$ cat config.mk
export PLATFORM = sky130hd
export DESIGN_NAME = ipv4_forward_lpm_core
export DESIGN_NICKNAME = d
export VERILOG_FILES = /design/src/rtl/ipv4_lpm_pkg.sv /design/src/rtl/ipv4_forward_lpm_core.sv
export SDC_FILE = /design/constraint.sdc
export NUM_CORES = 2
export LEC_CHECK = 0
export BUFFER_PORTS_ARGS = -buffer_cell sky130_fd_sc_hd__buf_4
export CAP_MARGIN = 20
export CELL_PAD_IN_SITES_DETAIL_PLACEMENT = 0
export CELL_PAD_IN_SITES_GLOBAL_PLACEMENT = 2
export CORE_MARGIN = 1.5
export CORE_UTILIZATION = 55
export CTS_CLUSTER_DIAMETER = 150
export DETAILED_ROUTE_END_ITERATION = 7
export PLACE_DENSITY_LB_ADDON = 0.1
export SLEW_MARGIN = 20
export SYNTH_ARGS = -nofsm -noshare
export SYNTH_HDL_FRONTEND = slang
export SYNTH_MEMORY_MAX_BITS = 65536
export SYNTH_SLANG_ARGS = --single-unit
export TNS_END_PERCENT = 30
$ cat constraint.sdc
create_clock -name clock -period 16.1 [get_ports clock]
set_input_delay 0.805 -clock clock [delete_from_list [all_inputs] [get_ports clock]]
set_output_delay 0.805 -clock clock [all_outputs]
set_load 0.02 [all_outputs]
$ cat src/rtl/ipv4_lpm_pkg.sv
package ipv4_lpm_pkg;

   localparam int ROUTE_ENTRIES_DEFAULT = 64;

   localparam logic [5:0] MAX_PREFIX_LEN = 6'd32;

   localparam logic [3:0] HDR_SKIP_POS = 4'd2;
   localparam logic [3:0] HDR_TTL_POS  = 4'd2;
   localparam logic [3:0] HDR_DEST_POS = 4'd4;
   localparam logic [3:0] HDR_POS_MAX  = 4'd15;

   typedef enum logic [1:0] {
      OP_HEADER = 2'd0,
      OP_ADD    = 2'd1,
      OP_CLEAR  = 2'd2,
      OP_NONE   = 2'd3
   } op_type;

   typedef enum logic [1:0] {
      VERDICT_LOCAL    = 2'd0,
      VERDICT_FORWARD  = 2'd1,
      VERDICT_TTL_DROP = 2'd2,
      VERDICT_NO_ROUTE = 2'd3
   } verdict_type;

   typedef enum logic [1:0] {
      ST_IDLE = 2'd0,
      ST_SCAN = 2'd1
   } state_type;

   typedef struct packed {
      logic [31:0] prefix;
      logic [5:0]  len;
      logic [31:0] hop;
   } route_entry_type;

   // One's complement add of a 16-bit half with end-around carry.
   function automatic logic [15:0] fold_add(input logic [15:0] sum, input logic [15:0] half);
      logic [16:0] s;
      logic [16:0] f;
      s = {1'b0, sum} + {1'b0, half};
      f = {1'b0, s[15:0]} + {16'd0, s[16]};
      return f[15:0];
   endfunction

   // Network mask for a prefix length; length zero gives an empty mask.
   function automatic logic [31:0] prefix_mask(input logic [5:0] len);
      logic [31:0] m;
      if (len == 6'd0) begin
         m = 32'd0;
      end else if (len >= MAX_PREFIX_LEN) begin
         m = 32'hFFFF_FFFF;
      end else begin
         m = ~(32'hFFFF_FFFF >> len);
      end
      return m;
   endfunction

endpackage

$ cat src/rtl/ipv4_forward_lpm_core.sv
// A header word that is not last, a route add or a clear is taken while idle; busy stays low.
// Last header word: local or TTL verdicts show on rsp_valid the next cycle; otherwise the route
// table walk holds busy high, and the result strobes in the cycle after the walk ends.
// The walk reads one table entry per cycle from the route memory, which has a separate write port.
// Reset clears the route count, the packet state and local_address; no memory clearing pass.
// The receiver cannot stall: each result is on rsp_* for exactly one cycle with rsp_valid.
module ipv4_forward_lpm_core
   import ipv4_lpm_pkg::*;
#(
   parameter int ROUTE_ENTRIES = ROUTE_ENTRIES_DEFAULT
) (
   input  logic        clock,
   input  logic        reset,
   // command side
   input  logic        start,
   output logic        busy,
   input  logic [1:0]  req_operation,
   input  logic [31:0] req_header_word,
   input  logic        req_last_word,
   input  logic [31:0] req_route_prefix,
   input  logic [5:0]  req_prefix_length,
   input  logic [31:0] req_route_next_hop,
   // result side
   output logic        rsp_valid,
   output logic [1:0]  rsp_verdict,
   output logic [31:0] rsp_next_hop,
   output logic [7:0]  rsp_new_ttl,
   output logic [15:0] rsp_new_checksum,
   // configuration
   input  logic        csr_valid,
   output logic        csr_ready,
   input  logic [31:0] csr_local_address
);

   localparam int AW = (ROUTE_ENTRIES > 1) ? $clog2(ROUTE_ENTRIES) : 1;
   localparam int CW = $clog2(ROUTE_ENTRIES + 1);
   localparam logic [CW-1:0] ENTRIES_C = CW'(ROUTE_ENTRIES);

   // Control state
   state_type       state_ff, state_in;
   logic [CW-1:0]   route_count_ff, route_count_in;
   logic [CW-1:0]   scan_addr_ff, scan_addr_in;
   logic            rd_valid_ff, rd_valid_in;
   logic [31:0]     local_address_ff;

   // Packet state, returns to zero after every last word
   logic [3:0]      word_pos_ff, word_pos_in;
   logic [15:0]     running_sum_ff, running_sum_in;
   logic [7:0]      held_ttl_ff, held_ttl_in;
   logic [31:0]     held_dest_ff, held_dest_in;
   logic [3:0]      held_ihl_ff, held_ihl_in;

   // Lookup operands and best match so far
   logic [31:0]     fin_dest_ff, fin_dest_in;
   logic [7:0]      fin_ttl_ff, fin_ttl_in;
   logic [15:0]     fin_csum_ff, fin_csum_in;
   logic [5:0]      best_len_ff, best_len_in;
   logic [31:0]     best_hop_ff, best_hop_in;

   // Result register
   logic            rsp_valid_ff, rsp_valid_in;
   verdict_type     rsp_verdict_ff, rsp_verdict_in;
   logic [31:0]     rsp_next_hop_ff, rsp_next_hop_in;
   logic [7:0]      rsp_new_ttl_ff, rsp_new_ttl_in;
   logic [15:0]     rsp_new_checksum_ff, rsp_new_checksum_in;

   // Route memory
   route_entry_type route_mem [ROUTE_ENTRIES];
   route_entry_type rd_data_ff;
   route_entry_type wr_entry;
   logic            wr_en;

   // Combinational helpers
   logic            accept;
   op_type          op;
   logic [3:0]      ihl_now;
   logic [7:0]      ttl_now;
   logic [31:0]     dest_now;
   logic [15:0]     hi_half;
   logic [15:0]     sum_hi;
   logic [15:0]     sum_now;
   logic            issue;
   logic            hit;
   logic [5:0]      add_len;

   assign busy      = (state_ff != ST_IDLE);
   assign accept    = start && !busy;
   assign op        = op_type'(req_operation);
   assign csr_ready = 1'b1;

   assign rsp_valid        = rsp_valid_ff;
   assign rsp_verdict      = rsp_verdict_ff;
   assign rsp_next_hop     = rsp_next_hop_ff;
   assign rsp_new_ttl      = rsp_new_ttl_ff;
   assign rsp_new_checksum = rsp_new_checksum_ff;

   // Header word view: fold this word into the held packet state
   always_comb begin
      ihl_now  = (word_pos_ff == 4'd0) ? req_header_word[27:24] : held_ihl_ff;
      ttl_now  = (word_pos_ff == HDR_TTL_POS) ? req_header_word[31:24] : held_ttl_ff;
      dest_now = (word_pos_ff == HDR_DEST_POS) ? req_header_word : held_dest_ff;
      // TTL byte counts as TTL minus one in the new checksum
      hi_half  = (word_pos_ff == HDR_TTL_POS) ?
                 {req_header_word[31:24] - 8'd1, req_header_word[23:16]} :
                 req_header_word[31:16];
      sum_hi   = fold_add(running_sum_ff, hi_half);
      sum_now  = running_sum_ff;
      if ((word_pos_ff < ihl_now) && (word_pos_ff < HDR_POS_MAX)) begin
         // skip the old checksum half of word two
         sum_now = (word_pos_ff != HDR_SKIP_POS) ?
                   fold_add(sum_hi, req_header_word[15:0]) : sum_hi;
      end
   end

   // Table walk: issue one read per cycle, compare each entry in the cycle after its read
   assign issue = (state_ff == ST_SCAN) && (scan_addr_ff < route_count_ff);
   assign hit   = rd_valid_ff && (rd_data_ff.len > best_len_ff) &&
                  (rd_data_ff.prefix == (fin_dest_ff & prefix_mask(rd_data_ff.len)));

   assign add_len = (req_prefix_length > MAX_PREFIX_LEN) ? MAX_PREFIX_LEN : req_prefix_length;

   // Next state and outputs
   always_comb begin
      state_in            = state_ff;
      route_count_in      = route_count_ff;
      scan_addr_in        = scan_addr_ff;
      rd_valid_in         = issue;
      word_pos_in         = word_pos_ff;
      running_sum_in      = running_sum_ff;
      held_ttl_in         = held_ttl_ff;
      held_dest_in        = held_dest_ff;
      held_ihl_in         = held_ihl_ff;
      fin_dest_in         = fin_dest_ff;
      fin_ttl_in          = fin_ttl_ff;
      fin_csum_in         = fin_csum_ff;
      best_len_in         = best_len_ff;
      best_hop_in         = best_hop_ff;
      rsp_valid_in        = 1'b0;
      rsp_verdict_in      = rsp_verdict_ff;
      rsp_next_hop_in     = rsp_next_hop_ff;
      rsp_new_ttl_in      = rsp_new_ttl_ff;
      rsp_new_checksum_in = rsp_new_checksum_ff;
      wr_en               = 1'b0;
      wr_entry.prefix     = req_route_prefix;
      wr_entry.len        = add_len;
      wr_entry.hop        = req_route_next_hop;

      case (state_ff)
         ST_IDLE: begin
            if (accept) begin
               case (op)
                  OP_ADD: begin
                     // drop adds to a full table
                     if (route_count_ff < ENTRIES_C) begin
                        wr_en          = 1'b1;
                        route_count_in = route_count_ff + CW'(1);
                     end
                  end
                  OP_CLEAR: begin
                     route_count_in = '0;
                  end
                  OP_HEADER: begin
                     word_pos_in    = (word_pos_ff < HDR_POS_MAX) ? word_pos_ff + 4'd1 :
                                                                    word_pos_ff;
                     running_sum_in = sum_now;
                     held_ttl_in    = ttl_now;
                     held_dest_in   = dest_now;
                     held_ihl_in    = ihl_now;
                     if (req_last_word) begin
                        word_pos_in    = '0;
                        running_sum_in = '0;
                        held_ttl_in    = '0;
                        held_dest_in   = '0;
                        held_ihl_in    = '0;
                        fin_dest_in    = dest_now;
                        fin_ttl_in     = ttl_now;
                        fin_csum_in    = ~sum_now;
                        if (dest_now == local_address_ff) begin
                           rsp_valid_in        = 1'b1;
                           rsp_verdict_in      = VERDICT_LOCAL;
                           rsp_next_hop_in     = '0;
                           rsp_new_ttl_in      = '0;
                           rsp_new_checksum_in = '0;
                        end else if (ttl_now == 8'd0) begin
                           rsp_valid_in        = 1'b1;
                           rsp_verdict_in      = VERDICT_TTL_DROP;
                           rsp_next_hop_in     = '0;
                           rsp_new_ttl_in      = '0;
                           rsp_new_checksum_in = '0;
                        end else begin
                           state_in     = ST_SCAN;
                           scan_addr_in = '0;
                           best_len_in  = '0;
                           best_hop_in  = '0;
                        end
                     end
                  end
                  default: begin
                     // unused code: ignore
                  end
               endcase
            end
         end
         ST_SCAN: begin
            if (issue) begin
               scan_addr_in = scan_addr_ff + CW'(1);
            end
            if (hit) begin
               best_len_in = rd_data_ff.len;
               best_hop_in = rd_data_ff.hop;
            end
            if (!issue && !rd_valid_ff) begin
               state_in     = ST_IDLE;
               rsp_valid_in = 1'b1;
               if (best_len_ff != 6'd0) begin
                  rsp_verdict_in      = VERDICT_FORWARD;
                  rsp_next_hop_in     = best_hop_ff;
                  rsp_new_ttl_in      = fin_ttl_ff - 8'd1;
                  rsp_new_checksum_in = fin_csum_ff;
               end else begin
                  rsp_verdict_in      = VERDICT_NO_ROUTE;
                  rsp_next_hop_in     = '0;
                  rsp_new_ttl_in      = '0;
                  rsp_new_checksum_in = '0;
               end
            end
         end
         default: begin
            state_in = ST_IDLE;
         end
      endcase
   end

   // Control registers
   always_ff @(posedge clock) begin
      if (reset) begin
         state_ff         <= ST_IDLE;
         route_count_ff   <= '0;
         scan_addr_ff     <= '0;
         rd_valid_ff      <= 1'b0;
         local_address_ff <= '0;
         word_pos_ff      <= '0;
         running_sum_ff   <= '0;
         held_ttl_ff      <= '0;
         held_dest_ff     <= '0;
         held_ihl_ff      <= '0;
         rsp_valid_ff     <= 1'b0;
      end else begin
         state_ff       <= state_in;
         route_count_ff <= route_count_in;
         scan_addr_ff   <= scan_addr_in;
         rd_valid_ff    <= rd_valid_in;
         word_pos_ff    <= word_pos_in;
         running_sum_ff <= running_sum_in;
         held_ttl_ff    <= held_ttl_in;
         held_dest_ff   <= held_dest_in;
         held_ihl_ff    <= held_ihl_in;
         rsp_valid_ff   <= rsp_valid_in;
         if (csr_valid && csr_ready) begin
            local_address_ff <= csr_local_address;
         end
      end
   end

   // Payload registers
   always_ff @(posedge clock) begin
      fin_dest_ff         <= fin_dest_in;
      fin_ttl_ff          <= fin_ttl_in;
      fin_csum_ff         <= fin_csum_in;
      best_len_ff         <= best_len_in;
      best_hop_ff         <= best_hop_in;
      rsp_verdict_ff      <= rsp_verdict_in;
      rsp_next_hop_ff     <= rsp_next_hop_in;
      rsp_new_ttl_ff      <= rsp_new_ttl_in;
      rsp_new_checksum_ff <= rsp_new_checksum_in;
   end

   // Route memory: write at the fill count, registered read at the walk address
   always_ff @(posedge clock) begin
      if (wr_en) begin
         route_mem[route_count_ff[AW-1:0]] <= wr_entry;
      end
      rd_data_ff <= route_mem[scan_addr_ff[AW-1:0]];
   end

   // Assertions
   a_count_bound: assert property (@(posedge clock) disable iff (reset)
      route_count_ff <= ENTRIES_C)
      else $error("route count beyond table size");

   a_scan_addr_bound: assert property (@(posedge clock) disable iff (reset)
      (state_ff == ST_SCAN) |-> (scan_addr_ff <= route_count_ff))
      else $error("walk address beyond route count");

   a_read_in_scan: assert property (@(posedge clock) disable iff (reset)
      rd_valid_ff |-> (state_ff == ST_SCAN))
      else $error("table read data outside of walk");

   a_drop_fields_zero: assert property (@(posedge clock) disable iff (reset)
      (rsp_valid_ff && (rsp_verdict_ff != VERDICT_FORWARD)) |->
      ((rsp_new_ttl_ff == 8'd0) && (rsp_new_checksum_ff == 16'd0) &&
       (rsp_next_hop_ff == 32'd0)))
      else $error("non-forward result carries forwarding fields");

   a_no_write_in_scan: assert property (@(posedge clock) disable iff (reset)
      (state_ff == ST_SCAN) |=> (route_count_ff == $past(route_count_ff)))
      else $error("route table changed during walk");

endmodule

==> key figures <==
Pwr
  – Leakage power: 63.9 nW
  – Logic pwr share: 0.018
  – Reg power frac: 0.546
  – Part of the power in the clock network: 0.437
  – Switch Pwr: 0.00507 W
  – P_int: 0.0201 W
  – Switching Fraction: 0.201
  – VDD IR max: 0.104 mV
  – Power Total: 0.0252 W
  – Pwr Density: 121 nW/µm²

Critical path
  – Crit. End Element: flop
  – CP max FO: 38
  – Worst setup path class: reg -> reg
  – Critical path's most frequent cell: ha_1
  – CP max stage delay: 0.80 ns
  – CP Data Required Time: 16.84 ns
  – WP data arrival: around 11 ns
  – Startpoint class of the critical path: flop
  – Critical path's slowest cell: or3b_2

Routing
  – 1st-pass router iterations: 6
  – Vias per inst: roughly 6.8
  – Routed WL: 507,000 µm
  – Wire length per cell: a little under 40 µm
  – Vias: 88,800
  – DRC viols: 0
  – Starting DRT DRC Count: 11,700
  – Post-DRT Antenna Nets: 0

Timing
  – Period utilization: 0.635
  – Setup TNS: 0 ns
  – F_max: 97.8 MHz
  – Pins Over Slew Limit: 0
  – Clk_skew: 0.0356 ns
  – Final hold violation count: 0
  – Unrepaired setup endpoints after global routing: false
  – Minimum clock period: 10.23 ns
  – Actual slew at the worst max-slew pin: 1.23 ns
  – Relative slew slack: 0.180
  – Worst setup margin: 5.87 ns
  – Endpoints failing setup: 0

CTS
  – Clock tree from TritonCTS: built
  – Clock latency at the later pin of the worst-skew pair: 1.00 ns
  – Clk buf depth: 4
  – H-tree depth: 5
  – CTS root buf: clkbuf_16
  – Cts repair resizes: 0
  – Cts hold-fix bufs: 1
  – CTS sink count: 4,815
  – Clock transition at path regs: roughly 0.07 ns
  – Setup repair bufs after CTS: 0
  – Num CTS Buffers: ~480

Synthesis
  – Yosys Warn Count: 0
  – Most common flop cell mapped by yosys: edfxtp_1
  – Commonest cells post-synth: edfxtp_1 (4,632), mux4_2 (1,470), clkbuf_1 (321), nor2_1 (216), dfxtp_1 (183)
  – Biggest area consumer among synthesized cells: edfxtp_1
  – Post-synth ARST share: 0
  – Ranking of synthesized cells by area: edfxtp_1 (75%), mux4_2 (18%), dfxtp_1 (2.0%), clkbuf_1 (0.65%), nor2_1 (0.44%)
  – Seq cells post-synth: 4,815
  – Gate Count Post-Synth: 7,843
  – Yosys cell types: 83
  – Top-count cell post-synth: edfxtp_1
  – Syn Nets: 8,044
  – Avg Cell Area, Syn: 23.6 µm²
  – Area share of the largest cell type after synthesis: 0.751
  – Number of synthesized flops with an enable pin: 4,632
  – Synthesized area: 185,000 µm²
  – Sequential-to-total area share from yosys stat: 0.771

Die
  – Initial cell density of the core: 0.554
  – I/O pin cnt: 202
  – Core Footprint: between 300,000 and 400,000 µm²
  – Die ar.: approximately 340,000 µm²
  – Chip Height: roughly 580 µm
  – # rows: 212
  – Chip Width: 583 µm

Finish
  – Area of the multi-input gates: 41,300 µm²
  – Final non-filler cell total: 13,200
  – Share of layout cells above drive strength 1: 0.310
  – Final net count: around 8,500
  – Fin area: about 210,000 µm²
  – Storage cell area: around 140,000 µm²
  – Layout Area Growth over Synthesis: 12.7%
  – Final-layout fill cell count: 22,400

Placed design
  – Pre-CTS setup slack: 5.96 ns
  – PortBufs: 200
  – Post-placement cell count: 12,200
  – Placed inst area: 193,000 µm²
  – GP Congestion: 0.800
  – DP HPWL: 252,000 µm

Job
  – MaxCap Viol Count: 0

Global routing
  – M1 GR Usage: 0.435
  – Top Usage Layer GRT: met2
  – Vias in the first global route: 88,700
  – GRT met3 Usage: 0.0514
  – GR Overflow Total: 0
  – Largest net degree at the start of global routing: 141
  – Met2 usage: 0.482
  – Initial antenna violation count: 19
  – GRT Util Overall: 0.300
  – Global-route wire length before repair: a little over 700,000 µm

Worst hold path
  – Worst Hold Class: in -> reg

Run status
  – Outcome: completed
cell families after synthesis:
kind of cell             Yosys count  share of synthesized area
AO/OA/AOI/OAI                    289                     0.0108
AND/OR/NAND/NOR                  557                     0.0149
multiplexers                    1552                      0.184
adder cells (fa/ha/maj)           60                    0.00413
other                              1                  0.0000202
flip-flops                      4815                      0.771
XOR/XNOR                         123                    0.00593
buffers and inverters            446                    0.00937
power by group through the flow:
stage               clock [W]  sequential [W]  combinational (W)
floorplan                   0          0.0140           0.000193
global placement            0          0.0140           0.000426
detailed placement          0          0.0140           0.000444
CTS                    0.0112          0.0138           0.000445
global route           0.0116          0.0138           0.000489
finish                 0.0110          0.0138           0.000447
critical path: cells and delay by family (launching register included):
family          cells  cell delay [ns]
mux                 1             0.10
fa+ha+maj           5             1.52
xor+xnor            2             0.41
buf+inv             2             0.18
simple gates       17             4.48
compound gates     14             2.86
flops               1             0.41
placed cells by master, fill, tap and decap left out, drive strengths merged, types with 7 or more instances in the layout:
cell / instances
o21a: 16
nand2: 81
nand4: 14
o21ai: 61
and3: 14
dfxtp: 183
nor3: 20
bufinv: 41
ha: 58
clkinvlp: 14
clkinv: 208
a211oi: 11
clkbuf: 614
nor2: 216
a22oi: 45
diode: 16
mux4: 1470
a21oi: 56
inv: 58
nand2b: 13
mux2i: 47
nor4: 26
a21o: 20
nand3: 30
xnor2: 56
mux2: 35
nor2b: 21
o211ai: 7
edfxtp: 4632
o31ai: 7
and2: 93
buf: 414
xor2: 66
final timing paths:
path / startpoint / end / slack [ns] / cells after the start
max: word_pos_ff[0]$_SDFFE_PP0P_ / fin_csum_ff[15]$_DFFE_PP_ / 5.87 / 41
min: csr_local_address[3] / local_address_ff[3]$_SDFFE_PP0P_ / 0.07 / 3
min reg2reg: held_ihl_ff[0]$_SDFFE_PP0P_ / held_ihl_ff[0]$_SDFFE_PP0P_ / 0.49 / 2
max reg2reg: word_pos_ff[0]$_SDFFE_PP0P_ / fin_csum_ff[15]$_DFFE_PP_ / 5.87 / 41
sequential cells by signal (all words and copies together), names as in the netlist, 6 cells and up:
register and flops:
fin_csum_ff 16, fin_ttl_ff 8, best_hop_ff 32, rsp_next_hop 32, best_len_ff 6, running_sum_ff 16
fin_dest_ff 32, held_ttl_ff 8, rsp_new_checksum 16, route_count_ff 7, rd_data_ff 70, scan_addr_ff 7
held_dest_ff 32, route_mem 4480, rsp_new_ttl 8, local_address_ff 32
cell type report:
cell class	instances	area share
flip-flops and latches	4815	0.684
multi-input cells	2582	0.198
clock buffers	614	0.0615
well taps	4387	0.0263
repair buffers	415	0.0168
clock inverters	277	0.0129
inverters	44	0.000791
diodes	16	0.000192
per-layer routing:
layer  vias up  part of all wire
li1      34600                 -
met1     48900              0.40
met2      4567              0.49
met3       743             0.087
met4         8             0.028
met5         -           0.00013
through the flow:
step	hold slack, ns	utilization
finish	0.0655	0.625
floorplan	0.453	-
CTS	0.00102	0.624
global route	0.0345	0.625
detailed placement	0.485	0.578
global placement	0.467	0.578
No activity file was read; power rests on OpenSTA's default activity.
